File: config.mk
export PLATFORM = sky130hd
export DESIGN_NAME = ipsv_duty
export DESIGN_NICKNAME = d
export VERILOG_FILES = /design/src/rtl/core/ipsv_pkg.sv /design/src/rtl/core/ipsv_duty.sv
export SDC_FILE = /design/constraint.sdc
export NUM_CORES = 2
export LEC_CHECK = 0
export BUFFER_PORTS_ARGS = -buffer_cell sky130_fd_sc_hd__buf_4
export CORE_MARGIN = 5
export CORE_UTILIZATION = 60
export CTS_BUF_LIST = sky130_fd_sc_hd__clkbuf_8 sky130_fd_sc_hd__clkbuf_16
export CTS_CLUSTER_DIAMETER = 120
export CTS_CLUSTER_SIZE = 25
export DETAILED_ROUTE_END_ITERATION = 16
export GPL_TIMING_DRIVEN = 0
export PLACE_DENSITY = 0.8
export SLEW_MARGIN = 30
export SYNTH_ARGS = -nofsm -noshare
export SYNTH_HDL_FRONTEND = slang
export SYNTH_SLANG_ARGS = --single-unit
File: constraint.sdc
create_clock -name clk_i -period 6 [get_ports clk_i]
set_input_delay 1.2 -clock clk_i [delete_from_list [all_inputs] [get_ports clk_i]]
set_output_delay 1.2 -clock clk_i [all_outputs]
set_load 0.1 [all_outputs]
File: src/rtl/core/ipsv_pkg.sv
// shared types, constants and sine rom contents for the inverse park / svpwm block
package ipsv_pkg;

  localparam int ANGLE_STEPS  = 2048;
  localparam int FRAC_BITS    = 16;
  localparam int QUARTER_TURN = ANGLE_STEPS / 4;

  localparam int ANGLE_W   = $clog2(ANGLE_STEPS);
  localparam int VIN_W     = 19;
  localparam int SIN_W     = FRAC_BITS + 2;
  localparam int MUL_W     = VIN_W + SIN_W;
  localparam int VAB_W     = MUL_W - FRAC_BITS;
  localparam int COEF_W    = FRAC_BITS + 2;
  localparam int CPROD_W   = VAB_W + COEF_W;
  localparam int VAS_W     = VAB_W + FRAC_BITS;
  localparam int CMP_W     = CPROD_W + 1;
  localparam int FORM_W    = CPROD_W - FRAC_BITS;
  localparam int PERIOD_W  = 16;
  localparam int DEAD_W    = 8;
  localparam int DPROD_W   = PERIOD_W + FORM_W - 1;
  localparam int DUTY_W    = 16;
  localparam int CFG_IDX_W = 2;
  localparam int CFG_DAT_W = 16;

  localparam logic [CFG_IDX_W-1:0] REG_PWM_PERIOD = CFG_IDX_W'(0);
  localparam logic [CFG_IDX_W-1:0] REG_DEAD_TIME  = CFG_IDX_W'(1);

  localparam logic [PERIOD_W-1:0] PERIOD_RST = PERIOD_W'(1000);
  localparam logic [DEAD_W-1:0]   DEAD_RST   = DEAD_W'(10);

  localparam longint PI_Q30      = 64'sd3373259426;
  localparam longint HALF_PI_Q30 = 64'sd1686629713;
  localparam longint TWO_PI_Q30  = 64'sd6746518852;

  localparam longint C2_Q = (64'sd577350269190 <<< FRAC_BITS) / 64'sd1000000000000;
  localparam longint C3_Q = (64'sd11546 <<< FRAC_BITS) / 64'sd10000;
  localparam longint C4_Q = -((64'sd11547 <<< FRAC_BITS) / 64'sd10000);

  localparam logic signed [COEF_W-1:0] C2_COEF = COEF_W'(C2_Q);
  localparam logic signed [COEF_W-1:0] C3_COEF = COEF_W'(C3_Q);
  localparam logic signed [COEF_W-1:0] C4_COEF = COEF_W'(C4_Q);

  // series term divisors and their reciprocals scaled by 2^32, rounded down
  localparam longint unsigned TERM_DIV [8] = '{64'd6, 64'd20, 64'd42, 64'd72,
                                               64'd110, 64'd156, 64'd210, 64'd272};
  localparam longint unsigned TERM_RCP [8] = '{(64'd1 << 32) / 64'd6,
                                               (64'd1 << 32) / 64'd20,
                                               (64'd1 << 32) / 64'd42,
                                               (64'd1 << 32) / 64'd72,
                                               (64'd1 << 32) / 64'd110,
                                               (64'd1 << 32) / 64'd156,
                                               (64'd1 << 32) / 64'd210,
                                               (64'd1 << 32) / 64'd272};

  typedef logic signed [SIN_W-1:0] sin_t;
  typedef sin_t sin_rom_t [ANGLE_STEPS];

  typedef enum logic [1:0] {
    SEC_CLAMP_C = 2'd0,
    SEC_CLAMP_A = 2'd1,
    SEC_CLAMP_B = 2'd2
  } sector_e;

  typedef struct packed {
    logic signed [VAB_W-1:0] va;
    logic signed [VAB_W-1:0] vb;
  } rot_t;

  typedef struct packed {
    sector_e                  sector;
    logic signed [FORM_W-1:0] form_x;
    logic signed [FORM_W-1:0] form_y;
  } sect_t;

  // taylor series sine in q30, rounded to the q format
  function automatic sin_t sine_entry(longint k);
    longint          x;
    longint          s;
    longint unsigned x2;
    longint unsigned t;
    longint unsigned num;
    longint unsigned quo;
    bit              neg;
    x   = (TWO_PI_Q30 * k) >>> ANGLE_W;
    neg = 1'b0;
    if (x >= PI_Q30) begin
      x   = x - PI_Q30;
      neg = 1'b1;
    end
    if (x > HALF_PI_Q30) begin
      x = PI_Q30 - x;
    end
    x2 = (unsigned'(x) * unsigned'(x)) >> 30;
    t  = unsigned'(x);
    s  = x;
    for (int n = 1; n <= 8; n++) begin
      num = (t * x2) >> 30;
      quo = (num * TERM_RCP[n-1]) >> 32;
      // the reciprocal estimate can fall short by one
      for (int j = 0; j < 2; j++) begin
        if (num - quo * TERM_DIV[n-1] >= TERM_DIV[n-1]) begin
          quo = quo + 64'd1;
        end
      end
      t = quo;
      if (n[0] == 1'b1) begin
        s = s - longint'(t);
      end else begin
        s = s + longint'(t);
      end
    end
    if (s < 0) begin
      s = 0;
    end
    s = longint'((unsigned'(s) + (64'd1 << (29 - FRAC_BITS))) >> (30 - FRAC_BITS));
    return neg ? SIN_W'(-s) : SIN_W'(s);
  endfunction

  function automatic sin_rom_t build_sine_rom();
    sin_rom_t r;
    for (int k = 0; k < ANGLE_STEPS; k++) begin
      r[k] = sine_entry(longint'(k));
    end
    return r;
  endfunction

  localparam sin_rom_t SINE_ROM = build_sine_rom();

endpackage

File: src/rtl/core/ipsv_duty.sv
// period scaling, dead-time offset, saturation and phase mapping
module ipsv_duty (
  input  logic                               clk_i,
  input  logic                               rst_ni,
  input  logic                               valid_i,
  output logic                               ready_o,
  input  ipsv_pkg::sect_t                    sect_i,
  input  logic [ipsv_pkg::PERIOD_W-1:0]      period_i,
  input  logic [ipsv_pkg::DEAD_W-1:0]        dead_i,
  output logic                               valid_o,
  input  logic                               stall_i,
  output logic [ipsv_pkg::DUTY_W-1:0]        duty_a_o,
  output logic [ipsv_pkg::DUTY_W-1:0]        duty_b_o,
  output logic [ipsv_pkg::DUTY_W-1:0]        duty_c_o,
  output ipsv_pkg::sector_e                  sector_o
);

  localparam int SUM_W = ipsv_pkg::DPROD_W - ipsv_pkg::FRAC_BITS + 1;

  logic v6_q, v7_q;
  logic en6, en7;

  ipsv_pkg::sector_e                  sec6_q;
  logic [ipsv_pkg::DPROD_W-1:0]       px_q, py_q;
  logic [ipsv_pkg::DPROD_W-1:0]       px_d, py_d;

  logic [SUM_W-1:0]                   sx, sy;
  logic [ipsv_pkg::DUTY_W-1:0]        dx, dy;
  logic [ipsv_pkg::DUTY_W-1:0]        da_q, db_q, dc_q;
  ipsv_pkg::sector_e                  sec7_q;

  assign en7 = !v7_q || !stall_i;
  assign en6 = !v6_q || en7;
  assign ready_o = en6;

  always_ff @(posedge clk_i or negedge rst_ni) begin
    if (!rst_ni) begin
      v6_q <= 1'b0;
      v7_q <= 1'b0;
    end else begin
      if (en6) v6_q <= valid_i;
      if (en7) v7_q <= v6_q;
    end
  end

  // a non-positive form gives no product
  always_comb begin
    px_d = '0;
    py_d = '0;
    if (sect_i.form_x > 0) begin
      px_d = period_i * sect_i.form_x[ipsv_pkg::FORM_W-2:0];
    end
    if (sect_i.form_y > 0) begin
      py_d = period_i * sect_i.form_y[ipsv_pkg::FORM_W-2:0];
    end
  end

  always_ff @(posedge clk_i) begin
    if (en6 && valid_i) begin
      px_q   <= px_d;
      py_q   <= py_d;
      sec6_q <= sect_i.sector;
    end
  end

  assign sx = SUM_W'(px_q[ipsv_pkg::DPROD_W-1:ipsv_pkg::FRAC_BITS]) + SUM_W'(dead_i);
  assign sy = SUM_W'(py_q[ipsv_pkg::DPROD_W-1:ipsv_pkg::FRAC_BITS]) + SUM_W'(dead_i);
  assign dx = (sx > SUM_W'({ipsv_pkg::DUTY_W{1'b1}})) ? {ipsv_pkg::DUTY_W{1'b1}}
                                                       : sx[ipsv_pkg::DUTY_W-1:0];
  assign dy = (sy > SUM_W'({ipsv_pkg::DUTY_W{1'b1}})) ? {ipsv_pkg::DUTY_W{1'b1}}
                                                       : sy[ipsv_pkg::DUTY_W-1:0];

  always_ff @(posedge clk_i) begin
    if (en7 && v6_q) begin
      sec7_q <= sec6_q;
      case (sec6_q)
        ipsv_pkg::SEC_CLAMP_C: begin
          da_q <= dx;
          db_q <= dy;
          dc_q <= '0;
        end
        ipsv_pkg::SEC_CLAMP_A: begin
          da_q <= '0;
          db_q <= dx;
          dc_q <= dy;
        end
        default: begin
          da_q <= dx;
          db_q <= '0;
          dc_q <= dy;
        end
      endcase
    end
  end

  assign valid_o  = v7_q;
  assign duty_a_o = da_q;
  assign duty_b_o = db_q;
  assign duty_c_o = dc_q;
  assign sector_o = sec7_q;

  a_clamp_zero: assert property (@(posedge clk_i) disable iff (!rst_ni)
    v7_q |-> ((sec7_q == ipsv_pkg::SEC_CLAMP_C && dc_q == '0) ||
              (sec7_q == ipsv_pkg::SEC_CLAMP_A && da_q == '0) ||
              (sec7_q == ipsv_pkg::SEC_CLAMP_B && db_q == '0)))
    else $error("clamped phase duty not zero");

  a_dead_floor: assert property (@(posedge clk_i) disable iff (!rst_ni)
    (v7_q && sec7_q == ipsv_pkg::SEC_CLAMP_C) |->
      (da_q >= ipsv_pkg::DUTY_W'(dead_i) && db_q >= ipsv_pkg::DUTY_W'(dead_i)))
    else $error("active duty below dead time");

  a_hold_prod: assert property (@(posedge clk_i) disable iff (!rst_ni)
    (v6_q && !en7) |=> (v6_q && $stable(px_q) && $stable(py_q)))
    else $error("stage product lost while blocked");

endmodule

* Word-level counts from Yosys, hierarchy flattened *
Cells that the tools add are included.
W data, S select, Z words.

word-level totals
  register bits = 130
  output and inout bits = 52
  bits of input ports = 76
  logic and storage cells = 29

operators by class
  muxes and demuxes = 3
  $mul = 2
  order comparisons = 4
  $add $sub $neg = 2
  reduce and logical (&&, ||, !) cells = 8
  equality and inequality tests = 1

operators by type and width
  operator                number
  $mul A16 B22 Y38        2
  $add A22 B8 Y23         2
  $gt A23 B1 Y1 const B   2
  $gt A23 B16 Y1 const B  2
  $mux W16                2
  $pmux W16 S2            1
  $logic_not A1 Y1        3
  $eq A2 B1 Y1 const B    1
  $logic_and A1 B1 Y1     2
  $logic_not A2 Y1        1
  $logic_or A1 B1 Y1      2

* Longest topological paths before layout *
  word-level depth = 4
  gate-level depth with buffers = 24
  mapped depth without buffers = 22

* Worst setup path before layout *
Ideal clock, no wire load.

  path type = input -> register
  start = input period_i[2] (netlist bit)
  end = register py_q[33] (netlist bit), data pin
  data arrival time = 6.842 ns
  cell stages on the path = 23
  path slack = -1.101 ns
  data required time = 5.741 ns
  cells stage by stage = clkbuf_1 clkbuf_1 nand2_1 fa_1 inv_1 fa_1 inv_1 fa_1 inv_1 fa_1 inv_1 fa_1 inv_1 fa_1 ha_1 a211o_1 o211ai_1 a21oi_1 nor4b_1 a211oi_1 or2_1 and2_1 o31a_1

between the ends
  word-level cells in the longest chain between the ends = 1

RTL lines
  element               line             source
  start, declared       ipsv_duty.sv:8   input logic [ipsv_pkg::PERIOD_W-1:0] period_i,
  $mul A16 B22 Y38      ipsv_duty.sv:54  py_d = period_i * sect_i.form_y[ipsv_pkg::FORM_W-2:0];
  end signal, assigned  ipsv_duty.sv:61  py_q <= py_d;
  end, declared         ipsv_duty.sv:24  logic [ipsv_pkg::DPROD_W-1:0] px_q, py_q;

No other way between the ends.
A chain may end at the register's enable or synchronous reset.

* Final worst setup path *
  start = input period_i[13] (netlist bit)
  end = register py_q[33] (netlist bit), data pin

The elaborated chain is that of the path after synthesis.

==> out/results.ini <==
[outcome]
status = complete, but fails checks
violations = setup timing

[global_routing]
antenna_found_initial = 5
grt_overflow = 0
first_global_vias = 24400
grt_max_degree = 30
grt_pass1_wl_um = 138000
grt_use_total_pct = 36.3

[finish]
area_growth_pct = 26.1
layout-drive-gt1-share_pct = 23.1
layout_commonest_cell = inv_1
ff_latch_area_um2 = 2930
final_cell_mix = inv_1 (625), fa_1 (511), nand2_1 (440)
fillers = 2744
multi_input_area_um2 = 22200
fin_nets = 4098

[sta]
min_period_ns = 6.86
max-slew-margin-rel_pct = 32.7
period_share_pct = 114
max_freq_ghz = 0.146
drv_slew = 0
hold_viol = 0
final-setup-viol-count = 44
fin_ws_ns = -0.858
worstMarginPinSlew_ns = 1.01
fin_skew_ns = 0.00441
grt_setup_unrepaired = true

[synth]
syn_area_per_cell_um2 = 9.15
async_reset_ff_share_pct = 2.04
yosysTopAreaCellShare_pct = 41.5
netlist_area_um2 = 26800
synth-main-ff-cell = edfxtp_1
synth_top_cell_by_area = fa_1
synth_area_leaders = fa_1 (41%), edfxtp_1 (11%), ha_1 (11%)
synth_enable_flop_cells = 96
syn_nets = 3795
ys_types = 80
postSynthCellCount = 2933
ys.warnings.count = 0
synth-seq-area-share_pct = 10.9
ys_ff_latch = 98

[setup_path]
crit_type = in -> reg
cp_num_buf_inv = 5
arrival_ns = 6.97
slowest_stage = fa_2
critPathMaxFanout = 7
end_kind = flip-flop
critPathMaxStageDelay_ns = 0.62
path_cells = clkbuf_16, clkbuf_16, buf_4, and2_1, fa_2, fa_2, fa_1, fa_2, fa_1, inv_1, fa_2, inv_2, ha_4, nand4_1, o211ai_1, a31o_2, a31oi_4, a211oi_2, or2_1, and2_4, o31a_1
start_kind = input port
cp_top_family = adder cells
crit_top_cell = fa_2
required_ns = 6.11

[die]
dieArea_um2 = 49100
die_h_um = 221
core_area_um2 = 44200
rows = 77
pin_count = 128
die_x_um = 221
initial_core_util_pct = 60.7

[clock_network]
clock_path_buffers = 2
cts.sinks = 98
clkSlewWorstSetupHoldPaths_ns = 0.07
insertion_delay_ns = 0.35
cts_buffers = 9
root_buffer = clkbuf_16
h-tree-depth = 3
tritoncts = yes

[route]
drt_iter0_drc = 2701
vias = 23300
drc = 0
wl_per_cell_um = 24.7
drtAntennaViolNets = 0
finalWirelength_um = 94900
via_per_inst = 6.08
firstDrtPassIters = 6

[run]
drv_cap = 0

[place]
gp_congestion = 1.03
dp_hpwl_um = 67700
io_buffers = 102
dpl_worst_slack_ns = -1.88

[hold_path]
hp-class = reg -> reg

==> worst paths after layout <==
path | to | depth (start not counted) | slack (ns) | start
min reg2reg | sector_o[0] | 0 | 0.46 | sec6_q[0]
min | sector_o[0] | 0 | 0.46 | sec6_q[0]
max reg2reg | duty_b_o[2] | 11 | 2.54 | py_q[16]
min in group asynchronous | valid_o | 1 | 0.61 | rst_ni
max | py_q[33] | 21 | -0.86 | period_i[13]
max in group asynchronous | v6_q | 1 | 5.30 | rst_ni
==> cell usage after synthesis (all sizes together), types with 4 or more instances <==
master / number
nor2b: 8
a211oi: 12
ha: 230
or3: 4
o21bai: 7
and3: 15
edfxtp: 96
a31oi: 9
clkbuf: 140
mux2i: 5
nor2: 55
inv: 665
nand4: 12
nand2b: 6
nor3: 39
and2: 284
o21a: 20
o21ai: 34
xor2: 22
nand2: 463
xnor2: 29
and4: 6
fa: 556
a21o: 17
nand3: 22
or2: 5
a221oi: 13
o211ai: 8
nor4: 16
buf: 8
a21oi: 79
==> layer usage <==
metal | track usage [%] | share of wire, %
met5 | 0 | 0
met4 | 19.6 | 8.1
met3 | 12.8 | 15
met2 | 55.2 | 43
met1 | 46.0 | 34
==> cell families after synthesis <==
logic type	share of synthesized area (%)
compound gates	6.17
fa+ha+maj	52.2
buf+inv	11.5
simple gates	17.2
mux	0.298
xor+xnor	1.66
flops	10.9
==> worst register-to-register path: stages (launching register included) <==
cell      delay (ns)
edfxtp_1        0.37
ha_1            0.22
fa_1            0.41
a21oi_1         0.26
nor2_1          0.11
o31ai_2         0.41
a31oi_4         0.15
nand3_1         0.13
mux2i_2         0.56
nor3_2          0.15
buf_6           0.19
a221oi_1        0.30
==> per-stage QoR <==
step | instance area, um^2 | setup TNS (ns) | hold slack (ns) | instances | util (%)
after floorplan | 27700 | -15.93 | 0.424 | 2933 | -
after global placement | 29200 | -77.75 | 0.454 | 3627 | 65.9
after detailed placement | 29200 | -62.10 | 0.435 | 3630 | 66.1
after CTS | 32300 | -17.26 | 0.461 | 3736 | 73.0
after global routing | 33800 | -29.29 | 0.483 | 3835 | 76.5
final | 33800 | -24.36 | 0.458 | 3838 | 76.5
==> registers in the layout, summed over array words and instances (netlist names) <==
| register | flops |
|---|---|
| duty_a_o | 16 |
| valid_o | 1 |
| sec6_q | 2 |
| v6_q | 1 |
| px_q | 22 |
| py_q | 22 |
| sector_o | 2 |
| duty_c_o | 16 |
| duty_b_o | 16 |
==> cell type report <==
type | instances | share of cell area (%)
diodes | 5 | 0.0370
plain buffers | 147 | 7.63
clock buffers | 9 | 0.665
clock inverters | 7 | 0.155
inverters | 665 | 7.38
multi-input cells | 2022 | 65.5
flip-flops and latches | 98 | 8.67
well taps | 592 | 2.19
repair buffers | 293 | 7.76
==> what timing repair did <==
action,in CTS,in global routing
gates cloned,7,7
gates resized for setup,387,239
buffers inserted,84,91
hold buffers,0,0
endpoints found under the setup margin,44,44
pin swaps,81,116
Power is left out: the tool's default activity adds up to more than one toggle a clock period on the data nets, which glitch-free logic cannot reach.
