[config.mk]
export PLATFORM = sky130hd
export DESIGN_NAME = ipsv_sect
export DESIGN_NICKNAME = d
export VERILOG_FILES = /design/src/rtl/core/ipsv_pkg.sv /design/src/rtl/core/ipsv_sect.sv
export SDC_FILE = /design/constraint.sdc
export NUM_CORES = 1
export LEC_CHECK = 0
export BUFFER_PORTS_ARGS = -buffer_cell sky130_fd_sc_hd__buf_2
export CAP_MARGIN = 20
export CORE_MARGIN = 3
export CORE_UTILIZATION = 45
export CTS_CLUSTER_DIAMETER = 200
export DETAILED_ROUTE_END_ITERATION = 16
export SYNTH_ARGS = -nofsm -noshare
export SYNTH_HDL_FRONTEND = slang
export SYNTH_SLANG_ARGS = --single-unit
[constraint.sdc]
create_clock -name clk_i -period 6.3 [get_ports clk_i]
set_input_delay 1.26 -clock clk_i [delete_from_list [all_inputs] [get_ports clk_i]]
set_output_delay 1.26 -clock clk_i [all_outputs]
set_load 0.01 [all_outputs]
[src/rtl/core/ipsv_pkg.sv]
// shared types, constants and sine rom contents for the inverse park / svpwm block
package ipsv_pkg;

  localparam int ANGLE_STEPS  = 2048;
  localparam int FRAC_BITS    = 16;
  localparam int QUARTER_TURN = ANGLE_STEPS / 4;

  localparam int ANGLE_W   = $clog2(ANGLE_STEPS);
  localparam int VIN_W     = 19;
  localparam int SIN_W     = FRAC_BITS + 2;
  localparam int MUL_W     = VIN_W + SIN_W;
  localparam int VAB_W     = MUL_W - FRAC_BITS;
  localparam int COEF_W    = FRAC_BITS + 2;
  localparam int CPROD_W   = VAB_W + COEF_W;
  localparam int VAS_W     = VAB_W + FRAC_BITS;
  localparam int CMP_W     = CPROD_W + 1;
  localparam int FORM_W    = CPROD_W - FRAC_BITS;
  localparam int PERIOD_W  = 16;
  localparam int DEAD_W    = 8;
  localparam int DPROD_W   = PERIOD_W + FORM_W - 1;
  localparam int DUTY_W    = 16;
  localparam int CFG_IDX_W = 2;
  localparam int CFG_DAT_W = 16;

  localparam logic [CFG_IDX_W-1:0] REG_PWM_PERIOD = CFG_IDX_W'(0);
  localparam logic [CFG_IDX_W-1:0] REG_DEAD_TIME  = CFG_IDX_W'(1);

  localparam logic [PERIOD_W-1:0] PERIOD_RST = PERIOD_W'(1000);
  localparam logic [DEAD_W-1:0]   DEAD_RST   = DEAD_W'(10);

  localparam longint PI_Q30      = 64'sd3373259426;
  localparam longint HALF_PI_Q30 = 64'sd1686629713;
  localparam longint TWO_PI_Q30  = 64'sd6746518852;

  localparam longint C2_Q = (64'sd577350269190 <<< FRAC_BITS) / 64'sd1000000000000;
  localparam longint C3_Q = (64'sd11546 <<< FRAC_BITS) / 64'sd10000;
  localparam longint C4_Q = -((64'sd11547 <<< FRAC_BITS) / 64'sd10000);

  localparam logic signed [COEF_W-1:0] C2_COEF = COEF_W'(C2_Q);
  localparam logic signed [COEF_W-1:0] C3_COEF = COEF_W'(C3_Q);
  localparam logic signed [COEF_W-1:0] C4_COEF = COEF_W'(C4_Q);

  // series term divisors and their reciprocals scaled by 2^32, rounded down
  localparam longint unsigned TERM_DIV [8] = '{64'd6, 64'd20, 64'd42, 64'd72,
                                               64'd110, 64'd156, 64'd210, 64'd272};
  localparam longint unsigned TERM_RCP [8] = '{(64'd1 << 32) / 64'd6,
                                               (64'd1 << 32) / 64'd20,
                                               (64'd1 << 32) / 64'd42,
                                               (64'd1 << 32) / 64'd72,
                                               (64'd1 << 32) / 64'd110,
                                               (64'd1 << 32) / 64'd156,
                                               (64'd1 << 32) / 64'd210,
                                               (64'd1 << 32) / 64'd272};

  typedef logic signed [SIN_W-1:0] sin_t;
  typedef sin_t sin_rom_t [ANGLE_STEPS];

  typedef enum logic [1:0] {
    SEC_CLAMP_C = 2'd0,
    SEC_CLAMP_A = 2'd1,
    SEC_CLAMP_B = 2'd2
  } sector_e;

  typedef struct packed {
    logic signed [VAB_W-1:0] va;
    logic signed [VAB_W-1:0] vb;
  } rot_t;

  typedef struct packed {
    sector_e                  sector;
    logic signed [FORM_W-1:0] form_x;
    logic signed [FORM_W-1:0] form_y;
  } sect_t;

  // taylor series sine in q30, rounded to the q format
  function automatic sin_t sine_entry(longint k);
    longint          x;
    longint          s;
    longint unsigned x2;
    longint unsigned t;
    longint unsigned num;
    longint unsigned quo;
    bit              neg;
    x   = (TWO_PI_Q30 * k) >>> ANGLE_W;
    neg = 1'b0;
    if (x >= PI_Q30) begin
      x   = x - PI_Q30;
      neg = 1'b1;
    end
    if (x > HALF_PI_Q30) begin
      x = PI_Q30 - x;
    end
    x2 = (unsigned'(x) * unsigned'(x)) >> 30;
    t  = unsigned'(x);
    s  = x;
    for (int n = 1; n <= 8; n++) begin
      num = (t * x2) >> 30;
      quo = (num * TERM_RCP[n-1]) >> 32;
      // the reciprocal estimate can fall short by one
      for (int j = 0; j < 2; j++) begin
        if (num - quo * TERM_DIV[n-1] >= TERM_DIV[n-1]) begin
          quo = quo + 64'd1;
        end
      end
      t = quo;
      if (n[0] == 1'b1) begin
        s = s - longint'(t);
      end else begin
        s = s + longint'(t);
      end
    end
    if (s < 0) begin
      s = 0;
    end
    s = longint'((unsigned'(s) + (64'd1 << (29 - FRAC_BITS))) >> (30 - FRAC_BITS));
    return neg ? SIN_W'(-s) : SIN_W'(s);
  endfunction

  function automatic sin_rom_t build_sine_rom();
    sin_rom_t r;
    for (int k = 0; k < ANGLE_STEPS; k++) begin
      r[k] = sine_entry(longint'(k));
    end
    return r;
  endfunction

  localparam sin_rom_t SINE_ROM = build_sine_rom();

endpackage

[src/rtl/core/ipsv_sect.sv]
// sector choice and the two active linear forms
module ipsv_sect (
  input  logic            clk_i,
  input  logic            rst_ni,
  input  logic            valid_i,
  output logic            ready_o,
  input  ipsv_pkg::rot_t  rot_i,
  output logic            valid_o,
  input  logic            ready_i,
  output ipsv_pkg::sect_t sect_o
);

  logic v4_q, v5_q;
  logic en4, en5;

  logic signed [ipsv_pkg::VAB_W-1:0]   va_q, vb_q;
  logic signed [ipsv_pkg::CPROD_W-1:0] p2_q, p3_q, p4_q;

  logic signed [ipsv_pkg::VAS_W-1:0]  vas;
  logic signed [ipsv_pkg::CMP_W-1:0]  vas_x, p2_x, cmp_sum;
  logic signed [ipsv_pkg::FORM_W-1:0] va_f, m2, m3, m4;
  ipsv_pkg::sect_t                    sect_d, sect_q;

  assign en5 = !v5_q || ready_i;
  assign en4 = !v4_q || en5;
  assign ready_o = en4;

  always_ff @(posedge clk_i or negedge rst_ni) begin
    if (!rst_ni) begin
      v4_q <= 1'b0;
      v5_q <= 1'b0;
    end else begin
      if (en4) v4_q <= valid_i;
      if (en5) v5_q <= v4_q;
    end
  end

  always_ff @(posedge clk_i) begin
    if (en4 && valid_i) begin
      va_q <= rot_i.va;
      vb_q <= rot_i.vb;
      p2_q <= ipsv_pkg::C2_COEF * rot_i.vb;
      p3_q <= ipsv_pkg::C3_COEF * rot_i.vb;
      p4_q <= ipsv_pkg::C4_COEF * rot_i.vb;
    end
  end

  assign vas     = {va_q, {ipsv_pkg::FRAC_BITS{1'b0}}};
  assign vas_x   = ipsv_pkg::CMP_W'(vas);
  assign p2_x    = ipsv_pkg::CMP_W'(p2_q);
  assign cmp_sum = vas_x + p2_x;

  assign va_f = ipsv_pkg::FORM_W'(va_q);
  assign m2   = $signed(p2_q[ipsv_pkg::CPROD_W-1:ipsv_pkg::FRAC_BITS]);
  assign m3   = $signed(p3_q[ipsv_pkg::CPROD_W-1:ipsv_pkg::FRAC_BITS]);
  assign m4   = $signed(p4_q[ipsv_pkg::CPROD_W-1:ipsv_pkg::FRAC_BITS]);

  always_comb begin
    if (vb_q > 0) begin
      // va > -c2*vb, compared exactly at full scale
      sect_d.sector = (cmp_sum > 0) ? ipsv_pkg::SEC_CLAMP_C : ipsv_pkg::SEC_CLAMP_A;
    end else begin
      sect_d.sector = (vas_x < p2_x) ? ipsv_pkg::SEC_CLAMP_A : ipsv_pkg::SEC_CLAMP_B;
    end
    case (sect_d.sector)
      ipsv_pkg::SEC_CLAMP_C: begin
        sect_d.form_x = va_f + m2;
        sect_d.form_y = m3;
      end
      ipsv_pkg::SEC_CLAMP_A: begin
        sect_d.form_x = m2 - va_f;
        sect_d.form_y = -va_f - m2;
      end
      default: begin
        sect_d.form_x = va_f - m2;
        sect_d.form_y = m4;
      end
    endcase
  end

  always_ff @(posedge clk_i) begin
    if (en5 && v4_q) begin
      sect_q <= sect_d;
    end
  end

  assign valid_o = v5_q;
  assign sect_o  = sect_q;

endmodule

# Word level (Yosys, flattened, before mapping)
# Cells that the tools add are included.
# Widths: inputs -> output; s select.
# totals
output_inout_bits	50
memories	0
mem_bits_ro	0
ff_bits	207
latchBits	0
input_bits	46
mem_bits_rw	0
elab_cells	34
# classes
eq_ne	1
bitwise	0
magnitude_cmp	3
n_shift	0
n_addsub	6
reduce_logical	7
div_mod_pow	0
multipliers	3
mux	4
# op_table
op	count
$pmux 46 s2	1
$mul 17x21->38 const A	2
$gt 40x1->1 const B	1
$add 37x38->39	1
$mul 18x21->39 const A	1
$lt 37x38->1	1
$add 21x22->23	1
$neg 21->23	1
$sub 21x22->23	1
$sub 22x21->23	1
$sub 23x22->23	1
$gt 21x1->1 const B	1
$mux 2	2
$eq 2x1->1 const B	1
$logic_and 1x1->1	2
$logic_not 1->1	2
$logic_not 2->1	1
$logic_or 1x1->1	2
$mux 1	1

# Longest topological paths before layout
# depth
depth_word	6
depth_mapped	24
ltp_nobuf	24

# Worst setup path after synthesis
# No wires, ideal clock.
# synth_timing
path_type	input to register
from	input rot_i[19] (netlist name)
to	register p2_q[35] (netlist name) (data pin)
arrival_ns	6.679
path_buffers	1
path_slack_ns	-0.644
path_stages	21
path_cell_list	clkbuf_1 inv_1 ha_1 fa_1 inv_1 fa_1 fa_1 fa_1 inv_1 fa_1 inv_1 ha_1 o21a_1 o21ai_0 o22a_1 o311ai_0 a21oi_1 o21ai_0 a221oi_1 o21ai_0 xor2_1
# synth_via
elab_chain_cells	1
# synth_rtl
element	line	text
start, declared	ipsv_sect.sv:7	input ipsv_pkg::rot_t rot_i,
$mul 17x21->38	ipsv_sect.sv:42	p2_q <= ipsv_pkg::C2_COEF * rot_i.vb;
end signal, assigned	ipsv_sect.sv:42	
end, declared	ipsv_sect.sv:17	logic signed [ipsv_pkg::CPROD_W-1:0] p2_q, p3_q, p4_q;
# Every way passes these cells.
# A chain may end at the register's enable or synchronous reset.

# Worst setup path after layout
# layout_timing
from	input rot_i[10] (netlist name)
to	register p3_q[25] (netlist name) (data pin)
# layout_via
elab_chain_cells	1
# layout_rtl
element	line	text
$mul 18x21->39	ipsv_sect.sv:43	p3_q <= ipsv_pkg::C3_COEF * rot_i.vb;
end signal, assigned	ipsv_sect.sv:43	
end, declared	ipsv_sect.sv:17	
# Every way passes these cells.

==> reports/metrics.csv <==
stage;metric;value;unit
logic_synthesis;synth_area_per_cell;9.88;µm²
timing;hold_viol_final;0;
layout;antenna-diode-count;0;
timing;hold_slack;0.499;ns
setup_path;worst-path-buf-inv;6;
global_routing;grt_pass1_wl;138000;µm
clock_tree;clock_path_buffers;2;
setup_path;timing.critical_path.mode_cell;fa_1;
setup_path;path_delay_family;adder cells;
drt;first_pass_iters;6;
clock_tree;cts.sinks;174;
drt;antenna_left;0;
drt;routed_wl;90200;µm
logic_synthesis;ys.flop_type;edfxtp_1;
clock_tree;root_buffer;clkbuf_16;
logic_synthesis;synth-edff-count;172;
logic_synthesis;ys_top_cells_by_area;fa_1 (27%), ha_1 (19%), edfxtp_1 (18%);
logic_synthesis;synth_top_area_cell;fa_1;
clock_tree;cts.htree.levels;4;
clock_tree;postCtsHoldBufs;0;
setup_path;crit_chain;buf_4, ha_4, inv_2, fa_1, fa_1, fa_1, inv_1, fa_1, fa_1, ha_1, a21o_1, a21oi_1, nor2b_1, o41ai_2, buf_4, o31ai_2, and2_1, o21a_1, buf_4, buf_6, o21a_1, nor2_1, xnor2_1;
global_routing;antenna_found_initial;0;
die;core;0.0619;mm²
setup_path;r2r_start;va_q[20];
setup_path;endpoint_kind;register;
timing;worst_pin_slew;1.21;ns
global_routing;grt.overflow.total;0;
setup_path;crit_path_max_incr_delay;0.57;ns
setup_path;cpMaxStageDelayCell;fa_1;
die;fp.dieH;257;µm
outcome;failed_checks;negative setup slack;
setup_path;crit_type;in -> reg;
timing;skew;0.0271;ns
worst_hold_path;min_to;valid_o;
logic_synthesis;netlist_instances;2866;
drt;wl_per_cell;21.5;µm
clock_tree;clock_latency;0.49;ns
layout;nFillCells;5637;
setup_path;r2r_setup_slack;0.76;ns
timing;setup_viol;1;
clock_tree;clk_transition_reported_paths;0.09;ns
timing;setup_ws;-0.0315;ns
die;die_area;0.0660;mm²
placed_design;gp_congestion;1.03;
die;start_util;45.7;%
timing;slew_viol_final;0;
clock_tree;cts_buffers;17;
worst_hold_path;whs_path_depth;1;
logic_synthesis;ys_warn_count;0;
layout;area_growth;21.9;%
setup_path;arrival;6.57;ns
logic_synthesis;ys_seq_elements;174;
setup_path;reg2reg_to;sect_o[27];
die;rows;91;
layout;drive_gt1_share;21.9;%
global_routing;grt_max_degree;125;
worst_hold_path;hp-class;reg -> reg;
timing;fin_crit;6.33;ns
drt;drt-initial-drc-count;1291;
worst_hold_path;hp-start;v4_q;
layout;nets;4215;
logic_synthesis;syn-num-nets;3742;
drt;vias_per_cell;5.19;
die;ioPinCount;96;
flow_run;drv_cap;0;
timing;min_period_over_period;100;%
global_routing;grt_use_total;27.8;%
timing;slew_headroom;18.3;%
timing;fmax;0.158;GHz
setup_path;worstSetupStartpointType;primary input;
setup_path;worst-r2r-cell-count;14;
logic_synthesis;postSynth.asyncResetShare;1.15;%
setup_path;required;6.54;ns
global_routing;grt_pass1_vias;23247;
outcome;outcome;finished with violations;
drt;drc_errors;0;
clock_tree;cts_tree;built;
logic_synthesis;ys_seq_area_share;18.4;%
timing;rsz0062_at_grt;yes;
placed_design;dp_hpwl;77800;µm
logic_synthesis;yosys.area.top_type_share;27.5;%
logic_synthesis;synth_area;0.0283;mm²
logic_synthesis;yosysUniqueCellTypes;91;
setup_path;cp_max_fo;5;
placed_design;port_buffers;95;
drt;via_count;21738;
die;die_width;257;µm
[worst register-to-register path: cells and delay by family, from the launching register on]
kind                     cells  cell delay, ns
AND/OR/NAND/NOR              6            2.65
AO/OA/AOI/OAI                4            0.92
adder cells (fa/ha/maj)      1            0.73
flip-flops                   1            0.45
buffers and inverters        2            0.44
XOR/XNOR                     1            0.10
[placed cells by master, fill, tap and decap left out, drive strengths merged, types with 11 or more instances in the layout]
cell / instances
a211oi: 11
xor2: 30
mux2i: 22
nor4: 14
clkbuf: 23
or2: 12
xnor2: 104
o211ai: 15
o21a: 27
o21bai: 33
edfxtp: 172
fa: 389
a21oi: 156
inv: 743
nand4: 16
nor2b: 19
ha: 441
nor2: 156
buf: 498
nand2: 64
a21o: 51
nor3: 41
nand3: 23
and2: 11
nand2b: 18
o21ai: 88
[layout make-up]
class                           count  area [µm²]  area share (%)
Clock inverter                     14         153           0.442
Multi-Input combinational cell   1899       21000            60.9
Inverter                          744        2840            8.22
Tap cell                          837        1050            3.03
Sequential cell                   174        5220            15.1
Timing Repair Buffer              503        3820            11.1
Clock buffer                       18         429            1.24
[cell families after synthesis]
| kind of cell | after synthesis | share of synthesized area [%] |
|---|---|---|
| AOI/OAI and AO/OA | 499 | 11.8 |
| xor gates and xnor gates | 134 | 4.14 |
| muxes | 26 | 0.963 |
| and+or+nand+nor | 410 | 6.98 |
| buffers and inverters | 793 | 10.7 |
| DFF | 174 | 18.4 |
| adders and majority gates | 830 | 47.0 |
[Yosys cell counts (19+ instances only)]
master / count
xnor2_1: 104
nor2b_1: 19
o21ai_0: 85
a21oi_1: 153
a21o_1: 51
ha_1: 441
nor3_1: 41
o21bai_1: 33
o21a_1: 27
inv_1: 739
xor2_1: 30
fa_1: 389
nand3_1: 23
clkbuf_1: 30
mux2i_1: 22
nor2_1: 156
nand2_1: 64
edfxtp_1: 172
[state kept, by name, indices dropped and copies added (netlist names)]
signal / count
p2_q: 36
p3_q: 23
p4_q: 23
sect_o: 48
v4_q: 1
va_q: 21
valid_o: 1
vb_q: 21
[metal layers]
metal / wire length [µm] / global-route usage (%)
met1: 40600 / 37.6
met2: 43200 / 47.1
met4: 2720 / 7.76
met3: 3690 / 3.44
met5: 0 / 0
[per-stage QoR]
| stage | setup WS (ns) | utilization [%] | std cells | instance area (µm²) | setup TNS, ns |
|---|---|---|---|---|---|
| 2_1_floorplan | -0.355 | - | 2866 | 28600 | -1.60 |
| 3_3_place_gp | -0.919 | 53.1 | 4130 | 32900 | -32.45 |
| 3_5_place_dp | -0.931 | 53.1 | 4130 | 32900 | -34.70 |
| 4_1_cts | -0.00973 | 54.8 | 4177 | 34000 | -0.00973 |
| 5_1_grt | -0.196 | 55.7 | 4189 | 34500 | -2.91 |
| 6_report | -0.0315 | 55.7 | 4189 | 34500 | -0.0315 |
[how the worst max path moves through the flow]
stage,from,to,slack [ns],cells past startpoint
after global placement,rot_i[5],p4_q[38],-0.92,22
after floorplan,rot_i[7],p3_q[29],-0.36,22
final,rot_i[10],p3_q[25],-0.03,23
after CTS,rot_i[8],p4_q[38],-0.01,22
after global routing,rot_i[10],p3_q[25],-0.20,23
after detailed placement,rot_i[5],p4_q[38],-0.93,22
[what timing repair did]
item	CTS	global route
setup endpoints to repair	39	40
gates resized for setup	80	125
buffers inserted	15	13
pin swaps	64	93
Power is left out: the tool's default activity adds up to more than one toggle a clock period on the data nets, which glitch-free logic cannot reach.
